**src/rtl/ctcg_pkg.sv**
```systemverilog
// shared types and constants of the ctc greedy decoder
`default_nettype none
package ctcg_pkg;

  localparam int SCORE_W  = 16;
  localparam int CFG_W    = 14;
  localparam int LABEL_W  = 13;
  localparam int KEPT_W   = 11;
  localparam int SUM_W    = 27;
  localparam int MEAN_W   = 16;
  localparam int QDEPTH   = 2;
  localparam int MAX_CLASSES_DEF = 8192;

  localparam logic [CFG_W-1:0]  DICT_RESET = CFG_W'(8192);
  localparam logic [KEPT_W-1:0] KEPT_MAX   = {KEPT_W{1'b1}};
  localparam logic signed [SUM_W-1:0] SUM_MAX = {1'b0, {(SUM_W-1){1'b1}}};
  localparam logic signed [SUM_W-1:0] SUM_MIN = {1'b1, {(SUM_W-1){1'b0}}};

  typedef logic signed [SCORE_W-1:0] score_t;
  typedef logic signed [SUM_W-1:0]   sum_t;

  typedef struct packed {
    logic               has_label;
    logic [LABEL_W-1:0] label;
    logic               has_summary;
    sum_t               sum;
    logic [KEPT_W-1:0]  kept;
  } q_entry_t;

endpackage
`default_nettype wire

```
**src/rtl/ctcg_in_if.sv**
```systemverilog
// score input channel
`default_nettype none
interface ctcg_in_if;
  import ctcg_pkg::*;

  logic   valid;
  logic   ready;
  score_t score;
  logic   end_of_step;
  logic   end_of_sequence;

  modport source (output valid, output score, output end_of_step, output end_of_sequence,
                  input ready);
  modport sink (input valid, input score, input end_of_step, input end_of_sequence,
                output ready);
endinterface
`default_nettype wire

```
**src/rtl/ctcg_out_if.sv**
```systemverilog
// result output channel
`default_nettype none
interface ctcg_out_if;
  import ctcg_pkg::*;

  logic                      valid;
  logic                      ready;
  logic                      is_summary;
  logic [LABEL_W-1:0]        label;
  logic [KEPT_W-1:0]         kept_labels;
  logic signed [MEAN_W-1:0]  avg_score;
  logic                      last;

  modport source (output valid, output is_summary, output label, output kept_labels,
                  output avg_score, output last, input ready);
  modport sink (input valid, input is_summary, input label, input kept_labels,
                input avg_score, input last, output ready);
endinterface
`default_nettype wire

```
**src/rtl/ctcg_front.sv**
```systemverilog
// front part: per-step argmax, collapse, blank and dict_size filter, running sum and count
`default_nettype none
module ctcg_front #(
  parameter int MAX_CLASSES = ctcg_pkg::MAX_CLASSES_DEF
) (
  input  wire logic                     clk,
  input  wire logic                     rst_n,
  input  wire logic                     cfg_we,
  input  wire logic [ctcg_pkg::CFG_W-1:0] cfg_wdata,
  ctcg_in_if.sink                       in_ch,
  output      logic                     push,
  output      ctcg_pkg::q_entry_t       entry,
  input  wire logic                     q_full
);
  import ctcg_pkg::*;

  localparam int CW   = $clog2(MAX_CLASSES);
  localparam int CNTW = $clog2(MAX_CLASSES + 1);
  localparam int CMPW = ((CW > CFG_W) ? CW : CFG_W) + 1;

  logic [CFG_W-1:0]  dict_size_r;
  logic [CNTW-1:0]   cnt_r;
  score_t            best_score_r;
  logic [CW-1:0]     best_class_r;
  logic [CW-1:0]     prev_class_r;
  logic              first_r;
  sum_t              sum_r;
  logic [KEPT_W-1:0] kept_r;

  logic              accept;
  logic              eos;
  logic              eoq;
  logic              counting;
  logic              take;
  score_t            best_score_c;
  logic [CW-1:0]     best_class_c;
  logic              dup;
  logic              keep;
  logic signed [SUM_W:0] sum_wide;
  sum_t              sum_sat;
  sum_t              sum_new;
  logic [KEPT_W-1:0] kept_new;

  assign in_ch.ready = !q_full;
  assign accept      = in_ch.valid && !q_full;
  assign eos         = accept && in_ch.end_of_step;
  assign eoq         = eos && in_ch.end_of_sequence;

  assign counting     = cnt_r < CNTW'(MAX_CLASSES);
  assign take         = counting && ((cnt_r == '0) || (in_ch.score > best_score_r));
  assign best_score_c = take ? in_ch.score : best_score_r;
  assign best_class_c = take ? cnt_r[CW-1:0] : best_class_r;

  assign dup  = !first_r && (best_class_c == prev_class_r);
  assign keep = !dup && (best_class_c != '0) &&
                (CMPW'(best_class_c) < CMPW'(dict_size_r));

  assign sum_wide = (SUM_W+1)'(sum_r) + (SUM_W+1)'(best_score_c);

  always_comb begin
    if (sum_wide[SUM_W] != sum_wide[SUM_W-1]) begin
      sum_sat = sum_wide[SUM_W] ? SUM_MIN : SUM_MAX;
    end else begin
      sum_sat = sum_wide[SUM_W-1:0];
    end
  end

  assign sum_new  = keep ? sum_sat : sum_r;
  assign kept_new = (keep && (kept_r != KEPT_MAX)) ? kept_r + 1'b1 : kept_r;

  assign push              = eos && (keep || eoq);
  assign entry.has_label   = keep;
  assign entry.label       = LABEL_W'(best_class_c);
  assign entry.has_summary = eoq;
  assign entry.sum         = sum_new;
  assign entry.kept        = kept_new;

  always_ff @(posedge clk) begin
    if (!rst_n) begin
      dict_size_r <= DICT_RESET;
    end else if (cfg_we) begin
      dict_size_r <= cfg_wdata;
    end
  end

  always_ff @(posedge clk) begin
    if (!rst_n) begin
      cnt_r        <= '0;
      best_score_r <= '0;
      best_class_r <= '0;
      prev_class_r <= '0;
      first_r      <= 1'b1;
      sum_r        <= '0;
      kept_r       <= '0;
    end else if (accept) begin
      if (eos) begin
        cnt_r        <= '0;
        best_score_r <= '0;
        best_class_r <= '0;
        if (eoq) begin
          prev_class_r <= '0;
          first_r      <= 1'b1;
          sum_r        <= '0;
          kept_r       <= '0;
        end else begin
          prev_class_r <= best_class_c;
          first_r      <= 1'b0;
          sum_r        <= sum_new;
          kept_r       <= kept_new;
        end
      end else begin
        cnt_r        <= counting ? cnt_r + 1'b1 : cnt_r;
        best_score_r <= best_score_c;
        best_class_r <= best_class_c;
      end
    end
  end

endmodule
`default_nettype wire

```
**src/rtl/ctcg_queue.sv**
```systemverilog
// short queue of decoded step results between front and back
`default_nettype none
module ctcg_queue (
  input  wire logic               clk,
  input  wire logic               rst_n,
  input  wire logic               push,
  input  wire ctcg_pkg::q_entry_t wr_data,
  input  wire logic               pop,
  output      ctcg_pkg::q_entry_t rd_data,
  output      logic               full,
  output      logic               empty
);
  import ctcg_pkg::*;

  localparam int PW = (QDEPTH > 1) ? $clog2(QDEPTH) : 1;
  localparam int CW = $clog2(QDEPTH + 1);

  q_entry_t        mem [QDEPTH];
  logic [PW-1:0]   wr_ptr_r;
  logic [PW-1:0]   rd_ptr_r;
  logic [CW-1:0]   cnt_r;
  logic            do_push;
  logic            do_pop;

  assign full    = cnt_r == CW'(QDEPTH);
  assign empty   = cnt_r == '0;
  assign do_push = push && !full;
  assign do_pop  = pop && !empty;
  assign rd_data = mem[rd_ptr_r];

  always_ff @(posedge clk) begin
    if (do_push) begin
      mem[wr_ptr_r] <= wr_data;
    end
  end

  always_ff @(posedge clk) begin
    if (!rst_n) begin
      wr_ptr_r <= '0;
      rd_ptr_r <= '0;
      cnt_r    <= '0;
    end else begin
      if (do_push) begin
        wr_ptr_r <= (wr_ptr_r == PW'(QDEPTH - 1)) ? '0 : wr_ptr_r + 1'b1;
      end
      if (do_pop) begin
        rd_ptr_r <= (rd_ptr_r == PW'(QDEPTH - 1)) ? '0 : rd_ptr_r + 1'b1;
      end
      if (do_push && !do_pop) begin
        cnt_r <= cnt_r + 1'b1;
      end else if (do_pop && !do_push) begin
        cnt_r <= cnt_r - 1'b1;
      end
    end
  end

endmodule
`default_nettype wire

```
**src/rtl/ctcg_back.sv**
```systemverilog
// back part: label output and serial mean division for the summary
`default_nettype none
module ctcg_back (
  input  wire logic               clk,
  input  wire logic               rst_n,
  input  wire logic               q_empty,
  input  wire ctcg_pkg::q_entry_t q_data,
  output      logic               pop,
  ctcg_out_if.source              out_ch
);
  import ctcg_pkg::*;

  localparam int STW = $clog2(SUM_W);

  typedef enum logic [2:0] {
    ST_IDLE = 3'b001,
    ST_DIV  = 3'b010,
    ST_EMIT = 3'b100
  } back_st_t;

  localparam logic [SUM_W-1:0] POS_LIM = SUM_W'((1 << (MEAN_W - 1)) - 1);
  localparam logic [SUM_W-1:0] NEG_LIM = SUM_W'(1 << (MEAN_W - 1));

  back_st_t               state_r;
  back_st_t               state_nxt;
  logic                   neg_r;
  logic [KEPT_W-1:0]      rem_r;
  logic [SUM_W-1:0]       quo_r;
  logic [KEPT_W-1:0]      div_r;
  logic [STW-1:0]         step_r;

  logic                   out_valid_r;
  logic                   is_summary_r;
  logic [LABEL_W-1:0]     label_r;
  logic [KEPT_W-1:0]      kept_labels_r;
  logic signed [MEAN_W-1:0] mean_r;
  logic                   last_r;

  logic                   out_free;
  logic                   load_label;
  logic                   load_summary;
  logic                   start_div;
  logic [KEPT_W:0]        rem_sh;
  logic                   ge;
  logic [KEPT_W:0]        rem_sub;
  logic signed [MEAN_W-1:0] mean_c;

  assign out_free = !out_valid_r || out_ch.ready;

  assign pop        = (state_r == ST_IDLE) && !q_empty && (!q_data.has_label || out_free);
  assign load_label = pop && q_data.has_label;
  assign start_div  = pop && q_data.has_summary;
  assign load_summary = (state_r == ST_EMIT) && out_free;

  assign rem_sh  = {rem_r, quo_r[SUM_W-1]};
  assign ge      = rem_sh >= {1'b0, div_r};
  assign rem_sub = rem_sh - {1'b0, div_r};

  always_comb begin
    if (div_r == '0) begin
      mean_c = '0;
    end else if (!neg_r) begin
      mean_c = (quo_r > POS_LIM) ? MEAN_W'(POS_LIM) : quo_r[MEAN_W-1:0];
    end else begin
      mean_c = (quo_r > NEG_LIM) ? MEAN_W'(NEG_LIM) : -quo_r[MEAN_W-1:0];
    end
  end

  always_comb begin
    state_nxt = state_r;
    unique case (state_r)
      ST_IDLE: begin
        if (start_div) begin
          state_nxt = ST_DIV;
        end
      end
      ST_DIV: begin
        if (step_r == STW'(SUM_W - 1)) begin
          state_nxt = ST_EMIT;
        end
      end
      ST_EMIT: begin
        if (out_free) begin
          state_nxt = ST_IDLE;
        end
      end
      default: state_nxt = ST_IDLE;
    endcase
  end

  always_ff @(posedge clk) begin
    if (!rst_n) begin
      state_r <= ST_IDLE;
    end else begin
      state_r <= state_nxt;
    end
  end

  always_ff @(posedge clk) begin
    if (start_div) begin
      neg_r  <= q_data.sum[SUM_W-1];
      quo_r  <= q_data.sum[SUM_W-1] ? -q_data.sum : q_data.sum;
      rem_r  <= '0;
      div_r  <= q_data.kept;
      step_r <= '0;
    end else if (state_r == ST_DIV) begin
      rem_r  <= ge ? rem_sub[KEPT_W-1:0] : rem_sh[KEPT_W-1:0];
      quo_r  <= {quo_r[SUM_W-2:0], ge};
      step_r <= step_r + 1'b1;
    end
  end

  always_ff @(posedge clk) begin
    if (!rst_n) begin
      out_valid_r <= 1'b0;
    end else if (load_label || load_summary) begin
      out_valid_r <= 1'b1;
    end else if (out_ch.ready) begin
      out_valid_r <= 1'b0;
    end
  end

  always_ff @(posedge clk) begin
    if (load_label) begin
      is_summary_r  <= 1'b0;
      label_r       <= q_data.label;
      kept_labels_r <= '0;
      mean_r        <= '0;
      last_r        <= !q_data.has_summary;
    end else if (load_summary) begin
      is_summary_r  <= 1'b1;
      label_r       <= '0;
      kept_labels_r <= div_r;
      mean_r        <= mean_c;
      last_r        <= 1'b1;
    end
  end

  assign out_ch.valid       = out_valid_r;
  assign out_ch.is_summary  = is_summary_r;
  assign out_ch.label       = label_r;
  assign out_ch.kept_labels = kept_labels_r;
  assign out_ch.avg_score   = mean_r;
  assign out_ch.last        = last_r;

endmodule
`default_nettype wire

```
**src/rtl/ctc_greedy_decoder_unit.sv**
```systemverilog
// top level of the ctc greedy best-path decoder
// Scores enter one per cycle, class by class; the front part tracks the argmax
// of each timestep and, at step end, drops blanks, repeats and classes at or
// above dict_size, keeping the running score sum and kept count. Decoded steps
// go through a two-entry queue to the back part. A label result leaves in the
// cycle after the back part takes it from the queue; a sequence summary is
// formed there by the one-bit-per-cycle division of the 27-bit score sum
// by the kept count (load, 27 steps, then output). The input keeps taking a
// score every cycle while the queue has room; while a summary divides, the
// queue holds two more decoded steps (kept steps or sequence ends); once it
// is full, the input is held off until the division is done, and a stalled
// result output holds it off too. dict_size may be written only while idle.
`default_nettype none
module ctc_greedy_decoder_unit #(
  parameter int MAX_CLASSES = ctcg_pkg::MAX_CLASSES_DEF
) (
  input  wire logic                       clk,
  input  wire logic                       rst_n,
  input  wire logic                       cfg_we,
  input  wire logic [ctcg_pkg::CFG_W-1:0] cfg_wdata,
  ctcg_in_if.sink                         in_ch,
  ctcg_out_if.source                      out_ch
);
  import ctcg_pkg::*;

  logic     push;
  logic     pop;
  logic     q_full;
  logic     q_empty;
  q_entry_t wr_entry;
  q_entry_t rd_entry;

  ctcg_front #(
    .MAX_CLASSES (MAX_CLASSES)
  ) u_front (
    .clk       (clk),
    .rst_n     (rst_n),
    .cfg_we    (cfg_we),
    .cfg_wdata (cfg_wdata),
    .in_ch     (in_ch),
    .push      (push),
    .entry     (wr_entry),
    .q_full    (q_full)
  );

  ctcg_queue u_queue (
    .clk     (clk),
    .rst_n   (rst_n),
    .push    (push),
    .wr_data (wr_entry),
    .pop     (pop),
    .rd_data (rd_entry),
    .full    (q_full),
    .empty   (q_empty)
  );

  ctcg_back u_back (
    .clk     (clk),
    .rst_n   (rst_n),
    .q_empty (q_empty),
    .q_data  (rd_entry),
    .pop     (pop),
    .out_ch  (out_ch)
  );

endmodule
`default_nettype wire

```
**src/flat_wrapper.sv**
```systemverilog
// flat-port wrapper written by rule: the top's interface ports become plain ports
module ctc_greedy_decoder_unit_flat import ctcg_pkg::*;
#(
  parameter int MAX_CLASSES = ctcg_pkg::MAX_CLASSES_DEF
)
  (clk, rst_n, cfg_we, cfg_wdata, in_ch_valid, in_ch_score, in_ch_end_of_step, in_ch_end_of_sequence, in_ch_ready, out_ch_valid, out_ch_is_summary, out_ch_label, out_ch_kept_labels, out_ch_avg_score, out_ch_last, out_ch_ready);
  ctcg_in_if in_ch_i ();
  ctcg_out_if out_ch_i ();
  input  wire logic clk;
  input  wire logic rst_n;
  input  wire logic cfg_we;
  input  wire logic [ctcg_pkg::CFG_W-1:0] cfg_wdata;
  input wire logic [$bits(in_ch_i.valid)-1:0] in_ch_valid;
  input wire logic [$bits(in_ch_i.score)-1:0] in_ch_score;
  input wire logic [$bits(in_ch_i.end_of_step)-1:0] in_ch_end_of_step;
  input wire logic [$bits(in_ch_i.end_of_sequence)-1:0] in_ch_end_of_sequence;
  output wire logic [$bits(in_ch_i.ready)-1:0] in_ch_ready;
  output wire logic [$bits(out_ch_i.valid)-1:0] out_ch_valid;
  output wire logic [$bits(out_ch_i.is_summary)-1:0] out_ch_is_summary;
  output wire logic [$bits(out_ch_i.label)-1:0] out_ch_label;
  output wire logic [$bits(out_ch_i.kept_labels)-1:0] out_ch_kept_labels;
  output wire logic [$bits(out_ch_i.avg_score)-1:0] out_ch_avg_score;
  output wire logic [$bits(out_ch_i.last)-1:0] out_ch_last;
  input wire logic [$bits(out_ch_i.ready)-1:0] out_ch_ready;
  assign in_ch_i.valid = in_ch_valid;
  assign in_ch_i.score = in_ch_score;
  assign in_ch_i.end_of_step = in_ch_end_of_step;
  assign in_ch_i.end_of_sequence = in_ch_end_of_sequence;
  assign in_ch_ready = in_ch_i.ready;
  assign out_ch_valid = out_ch_i.valid;
  assign out_ch_is_summary = out_ch_i.is_summary;
  assign out_ch_label = out_ch_i.label;
  assign out_ch_kept_labels = out_ch_i.kept_labels;
  assign out_ch_avg_score = out_ch_i.avg_score;
  assign out_ch_last = out_ch_i.last;
  assign out_ch_i.ready = out_ch_ready;
  ctc_greedy_decoder_unit #(.MAX_CLASSES(MAX_CLASSES)) u_core (.clk(clk), .rst_n(rst_n), .cfg_we(cfg_we), .cfg_wdata(cfg_wdata), .in_ch(in_ch_i), .out_ch(out_ch_i));
endmodule
```
**config.mk**
```make
export PLATFORM = sky130hd
export DESIGN_NAME = ctc_greedy_decoder_unit_flat
export DESIGN_NICKNAME = d
export VERILOG_FILES = /design/src/rtl/ctcg_pkg.sv /design/src/rtl/ctcg_in_if.sv /design/src/rtl/ctcg_out_if.sv /design/src/rtl/ctcg_front.sv /design/src/rtl/ctcg_queue.sv /design/src/rtl/ctcg_back.sv /design/src/rtl/ctc_greedy_decoder_unit.sv /design/src/flat_wrapper.sv
export SDC_FILE = /design/constraint.sdc
export NUM_CORES = 1
export LEC_CHECK = 0
export ABC_AREA = 1
export BUFFER_PORTS_ARGS = -buffer_cell sky130_fd_sc_hd__buf_2
export CAP_MARGIN = 30
export CELL_PAD_IN_SITES_DETAIL_PLACEMENT = 0
export CELL_PAD_IN_SITES_GLOBAL_PLACEMENT = 1
export CORE_UTILIZATION = 47
export DETAILED_ROUTE_END_ITERATION = 12
export PLACE_DENSITY = 0.8
export RECOVER_POWER = 100
export SLEW_MARGIN = 30
export SYNTH_ARGS = -nofsm -noshare
export SYNTH_HDL_FRONTEND = slang
export SYNTH_SLANG_ARGS = --single-unit
```
**constraint.sdc**
```tcl
create_clock -name clk -period 9.4 [get_ports clk]
set_clock_uncertainty 0.2 [all_clocks]
set_input_delay 1.88 -clock clk [delete_from_list [all_inputs] [get_ports clk]]
set_output_delay 1.88 -clock clk [all_outputs]
set_load 0.02 [all_outputs]
```
==> reports/qor.json <==
{
  "synth_fp_nets": 2162,
  "power.static_leakage_nw": 8.00,
  "ys_seq_elements": 321,
  "cell_types_occupying_the_most_area_after_synthesis": "sky130_fd_sc_hd__edfxtp_1 29%, sky130_fd_sc_hd__dfxtp_1 19%, sky130_fd_sc_hd__nand2_1 12%, sky130_fd_sc_hd__ha_1 5.6%, sky130_fd_sc_hd__inv_1 5.6%",
  "tritoncts": "done",
  "timing.final.hold_violations": 0,
  "worstHoldStart": "u_core.u_back.out_ch.avg_score[14]",
  "core_region_area_sq_mm": 0.0348,
  "hold_path_depth": 2,
  "timing.final.crit_period_ns": 7.66,
  "share_clk_of_total_power_pct": 28.5,
  "grtUsageTotal_pct": 21.5,
  "routed_vias_inst": 5.16,
  "worst-endpoint-required_ns": 9.50,
  "ant_nets": 0,
  "combinationalPowerShare_pct": 32.7,
  "synthesis.yosys.warnings": 0,
  "grt_setup_unrepaired": "false",
  "cts.repair.resized": 0,
  "setup-violations-final": 0,
  "clock_sink_count": 321,
  "drc": 0,
  "slew_hr_pct": -69.1,
  "detailedRoute.firstPassIterationCount": 5,
  "critical_path.reg2reg.endpoint": "u_core.u_back.quo_r[25]",
  "fillers": 3320,
  "cp-start-kind": "input port",
  "first_global_vias": 12500,
  "netlist.area_leader.share_pct": 28.5,
  "total_switching_power_mw": 1.89,
  "worstHoldEndpoint": "u_core.u_back.out_ch.avg_score[14]",
  "post-layout-total-power_mw": 5.11,
  "cts_htree_levels": 2,
  "first_pass_grt_wire_length_microns": 62900,
  "power.density_mw_per_mm2": 275,
  "drv_slew": 183,
  "cts-root-to-sink-buffers": 3,
  "cell_row_count": 68,
  "regToRegSetupSlack_ns": 2.17,
  "io_buffers": 80,
  "floorplan.die.width_microns": 191,
  "max-vdd-ir-drop_v": 0.000199,
  "gp_routability_congestion": 0.868,
  "clock_insertion_delay_worst_skew_ns": 0.55,
  "synth-seq-area-share_pct": 47.9,
  "synthesis.instances": 2048,
  "cts.clk_slew.worst_paths_ns": 0.06,
  "crit_arrival_ns": 7.76,
  "die_h_microns": 191,
  "critical_path.startpoint": "in_ch_score[7]",
  "hold_slack_ns": 0.251,
  "post_synthesis_to_final_layout_area_growth_pct": 11.1,
  "layout_worst_path_cycle_share_pct": 81.5,
  "timing.setup.tns_ns": 0,
  "cts_inserted_buffers": 36,
  "worst-setup-path-type": "in -> reg",
  "reg2reg_depth": 16,
  "ioPinCount": 81,
  "post-cts-setup-buffers": 0,
  "synth_flop_cell": "sky130_fd_sc_hd__dfxtp_1",
  "worst_slew_pin_slew_ns": 2.54,
  "syn-mean-instance-area_sq_um": 8.18,
  "power_frac_seq_pct": 38.8,
  "wl_per_cell_microns": 15.0,
  "holdBufCountCts": 0,
  "die_area_sq_mm": 0.0364,
  "post-synth-top-area-cell": "sky130_fd_sc_hd__edfxtp_1",
  "antenna_cells_inserted": 0,
  "dp_slack_ns": 1.93,
  "global_route.overflow_total": 0,
  "final_layout_size_suffix_gt1_share_pct": 5.71,
  "netlist-cell-type-count": 55,
  "drt_wl_total_microns": 38700,
  "number_of_enable_flip_flop_cells_after_synthesis": 159,
  "detailedPlacementHpwl_microns": 27800,
  "synthArstFlopShare_pct": 0,
  "violated_checks": "capacitance limit, slew limit",
  "maxClockFrequency_ghz": 0.131,
  "biggest_fanout_along_the_worst_timing_path": 55,
  "grt_antenna_before_repair": 0,
  "run_status": "finished, violations left",
  "ctsRootBufferMaster": "sky130_fd_sc_hd__clkbuf_16",
  "final_nets": 2221,
  "end_kind": "flip-flop",
  "drt_first_iter_violations": 757,
  "power.share.switching_pct": 36.9,
  "grt_start_max_net_pins": 57,
  "initial_util_pct": 48.1,
  "vias": 13400,
  "intPower_mw": 3.22,
  "yosys.cell_count.top_type": "sky130_fd_sc_hd__nand2_1",
  "synth_top_cells_by_count": "515 x sky130_fd_sc_hd__nand2_1, 248 x sky130_fd_sc_hd__inv_1, 162 x sky130_fd_sc_hd__dfxtp_1",
  "hold_path.class": "reg -> reg",
  "drv.max_cap_violation_count": 4,
  "layout_setup_ws_ns": 1.74,
  "synth_area_sq_mm": 0.0168
}
-- cell usage in the layout, fill, tap and decap left out, types with 4 or more instances in the layout --
cell / Yosys / layout
sky130_fd_sc_hd__a211oi_1: 4 / 4
sky130_fd_sc_hd__a21o_1: 4 / 4
sky130_fd_sc_hd__a21oi_1: 157 / 158
sky130_fd_sc_hd__a22oi_1: 11 / 11
sky130_fd_sc_hd__a31oi_1: 10 / 10
sky130_fd_sc_hd__buf_2: 5 / 32
sky130_fd_sc_hd__buf_4: 4 / 4
sky130_fd_sc_hd__bufinv_16: 0 / 4
sky130_fd_sc_hd__clkbuf_1: 50 / 61
sky130_fd_sc_hd__clkbuf_16: 0 / 38
sky130_fd_sc_hd__clkinv_1: 3 / 8
sky130_fd_sc_hd__clkinv_2: 0 / 5
sky130_fd_sc_hd__dfxtp_1: 162 / 161
sky130_fd_sc_hd__edfxtp_1: 159 / 159
sky130_fd_sc_hd__ha_1: 75 / 75
sky130_fd_sc_hd__inv_1: 248 / 248
sky130_fd_sc_hd__mux2i_1: 11 / 11
sky130_fd_sc_hd__nand2_1: 515 / 517
sky130_fd_sc_hd__nand3_1: 101 / 102
sky130_fd_sc_hd__nand4_1: 15 / 15
sky130_fd_sc_hd__nor2_1: 139 / 137
sky130_fd_sc_hd__nor3_1: 25 / 25
sky130_fd_sc_hd__nor3b_1: 4 / 6
sky130_fd_sc_hd__nor4_1: 10 / 10
sky130_fd_sc_hd__o211ai_1: 5 / 5
sky130_fd_sc_hd__o21ai_0: 132 / 159
sky130_fd_sc_hd__o21ai_1: 23 / 7
sky130_fd_sc_hd__o22ai_1: 15 / 15
sky130_fd_sc_hd__o31ai_1: 4 / 4
sky130_fd_sc_hd__or2_2: 18 / 18
sky130_fd_sc_hd__xnor2_1: 19 / 19
sky130_fd_sc_hd__xor2_1: 53 / 53
-- metal layers --
metal	global-route usage [%]	share of wire, %	vias to the layer above
met2	33.7	44	235
met5	0	0	-
li1	-	-	6929
met4	6.03	1.8	0
met3	3.17	4.0	53
met1	30.7	50	6157
-- final cells by class --
class	count	area, sq um	area share [%]
sequential	321	8020	43.1
multi-input combinational	1403	7420	39.9
clock buffer	48	1020	5.47
inverter	254	953	5.12
tap	455	569	3.06
timing repair buffer	91	420	2.26
clock inverter	18	209	1.12
-- power by group through the flow --
stage          logic [mW]  registers [mW]  clock network, mW
6_report             1.67            1.98               1.46
5_1_grt              1.91            2.01               1.54
4_1_cts              1.74            1.98               1.49
3_5_place_dp         1.73            2.01                  0
3_3_place_gp         1.70            2.00                  0
2_1_floorplan        1.22            2.06                  0
-- worst max path at each step --
stage	to	depth (start not counted)
global route	u_core.u_front.sum_r[22]	27
floorplan	u_core.u_queue.mem[0][0]	23
finish	u_core.u_queue.mem[1][33]	25
detailed placement	u_core.u_queue.mem[1][30]	26
CTS	u_core.u_queue.mem[1][35]	26
global placement	u_core.u_queue.mem[0][34]	28
-- critical path, stage by stage --
cell	delay [ns]
sky130_fd_sc_hd__clkbuf_1	0.09
sky130_fd_sc_hd__ha_1	0.29
sky130_fd_sc_hd__nand2_1	0.07
sky130_fd_sc_hd__nor2_1	0.17
sky130_fd_sc_hd__o21ai_0	0.12
sky130_fd_sc_hd__nand3_1	0.09
sky130_fd_sc_hd__nand2_1	0.07
sky130_fd_sc_hd__a21oi_1	0.13
sky130_fd_sc_hd__nand2_1	0.08
sky130_fd_sc_hd__nand2_1	0.60
sky130_fd_sc_hd__nand2_4	0.55
sky130_fd_sc_hd__a21oi_1	1.13
sky130_fd_sc_hd__ha_1	0.46
sky130_fd_sc_hd__a21oi_1	0.19
sky130_fd_sc_hd__o21ai_0	0.09
sky130_fd_sc_hd__inv_1	0.07
sky130_fd_sc_hd__nand2_1	0.06
sky130_fd_sc_hd__a221oi_1	0.24
sky130_fd_sc_hd__nand2_1	0.10
sky130_fd_sc_hd__xor2_1	0.15
sky130_fd_sc_hd__inv_1	0.08
sky130_fd_sc_hd__nand2_1	0.13
sky130_fd_sc_hd__inv_1	0.38
sky130_fd_sc_hd__nor2_1	0.10
sky130_fd_sc_hd__o21ai_0	0.39
-- registers in the layout (all words and copies together), names as in the netlist, 2 cells and up, named ones only --
signal,cells
u_core.u_queue.mem,106
u_core.u_back.quo_r,27
u_core.u_front.sum_r,27
u_core.u_back.out_ch.avg_score,16
u_core.u_front.best_score_r,16
u_core.u_front.cnt_r,14
u_core.u_front.dict_size_r,14
u_core.u_back.out_ch.label,13
u_core.u_front.best_class_r,13
u_core.u_front.prev_class_r,13
u_core.u_back.div_r,11
u_core.u_back.out_ch.kept_labels,11
u_core.u_back.rem_r,11
u_core.u_front.kept_r,11
u_core.u_back.step_r,5
u_core.u_back.state_r,3
u_core.u_queue.cnt_r,2
-- per-stage QoR --
| stage | util (%) | instances | cell area (sq um) |
|---|---|---|---|
| 2_1_floorplan | - | 2048 | 16800 |
| 3_3_place_gp | 50.3 | 2523 | 17500 |
| 3_5_place_dp | 50.3 | 2523 | 17500 |
| 4_1_cts | 53.9 | 2589 | 18700 |
| 5_1_grt | 53.5 | 2590 | 18600 |
| 6_report | 53.5 | 2590 | 18600 |
-- kinds of logic (layout without fill, tap and decap cells) --
logic type | Yosys count | in the layout | synth area share [%]
multiplexers | 11 | 11 | 0.657
XOR/XNOR | 72 | 72 | 3.76
AO/OA/AOI/OAI | 394 | 394 | 13.0
flip-flops | 321 | 321 | 47.9
buffers and inverters | 324 | 411 | 7.52
adder cells (fa/ha/maj) | 77 | 77 | 5.84
AND/OR/NAND/NOR | 849 | 849 | 21.4
Note: power is estimated with default switching activity, not from simulation.
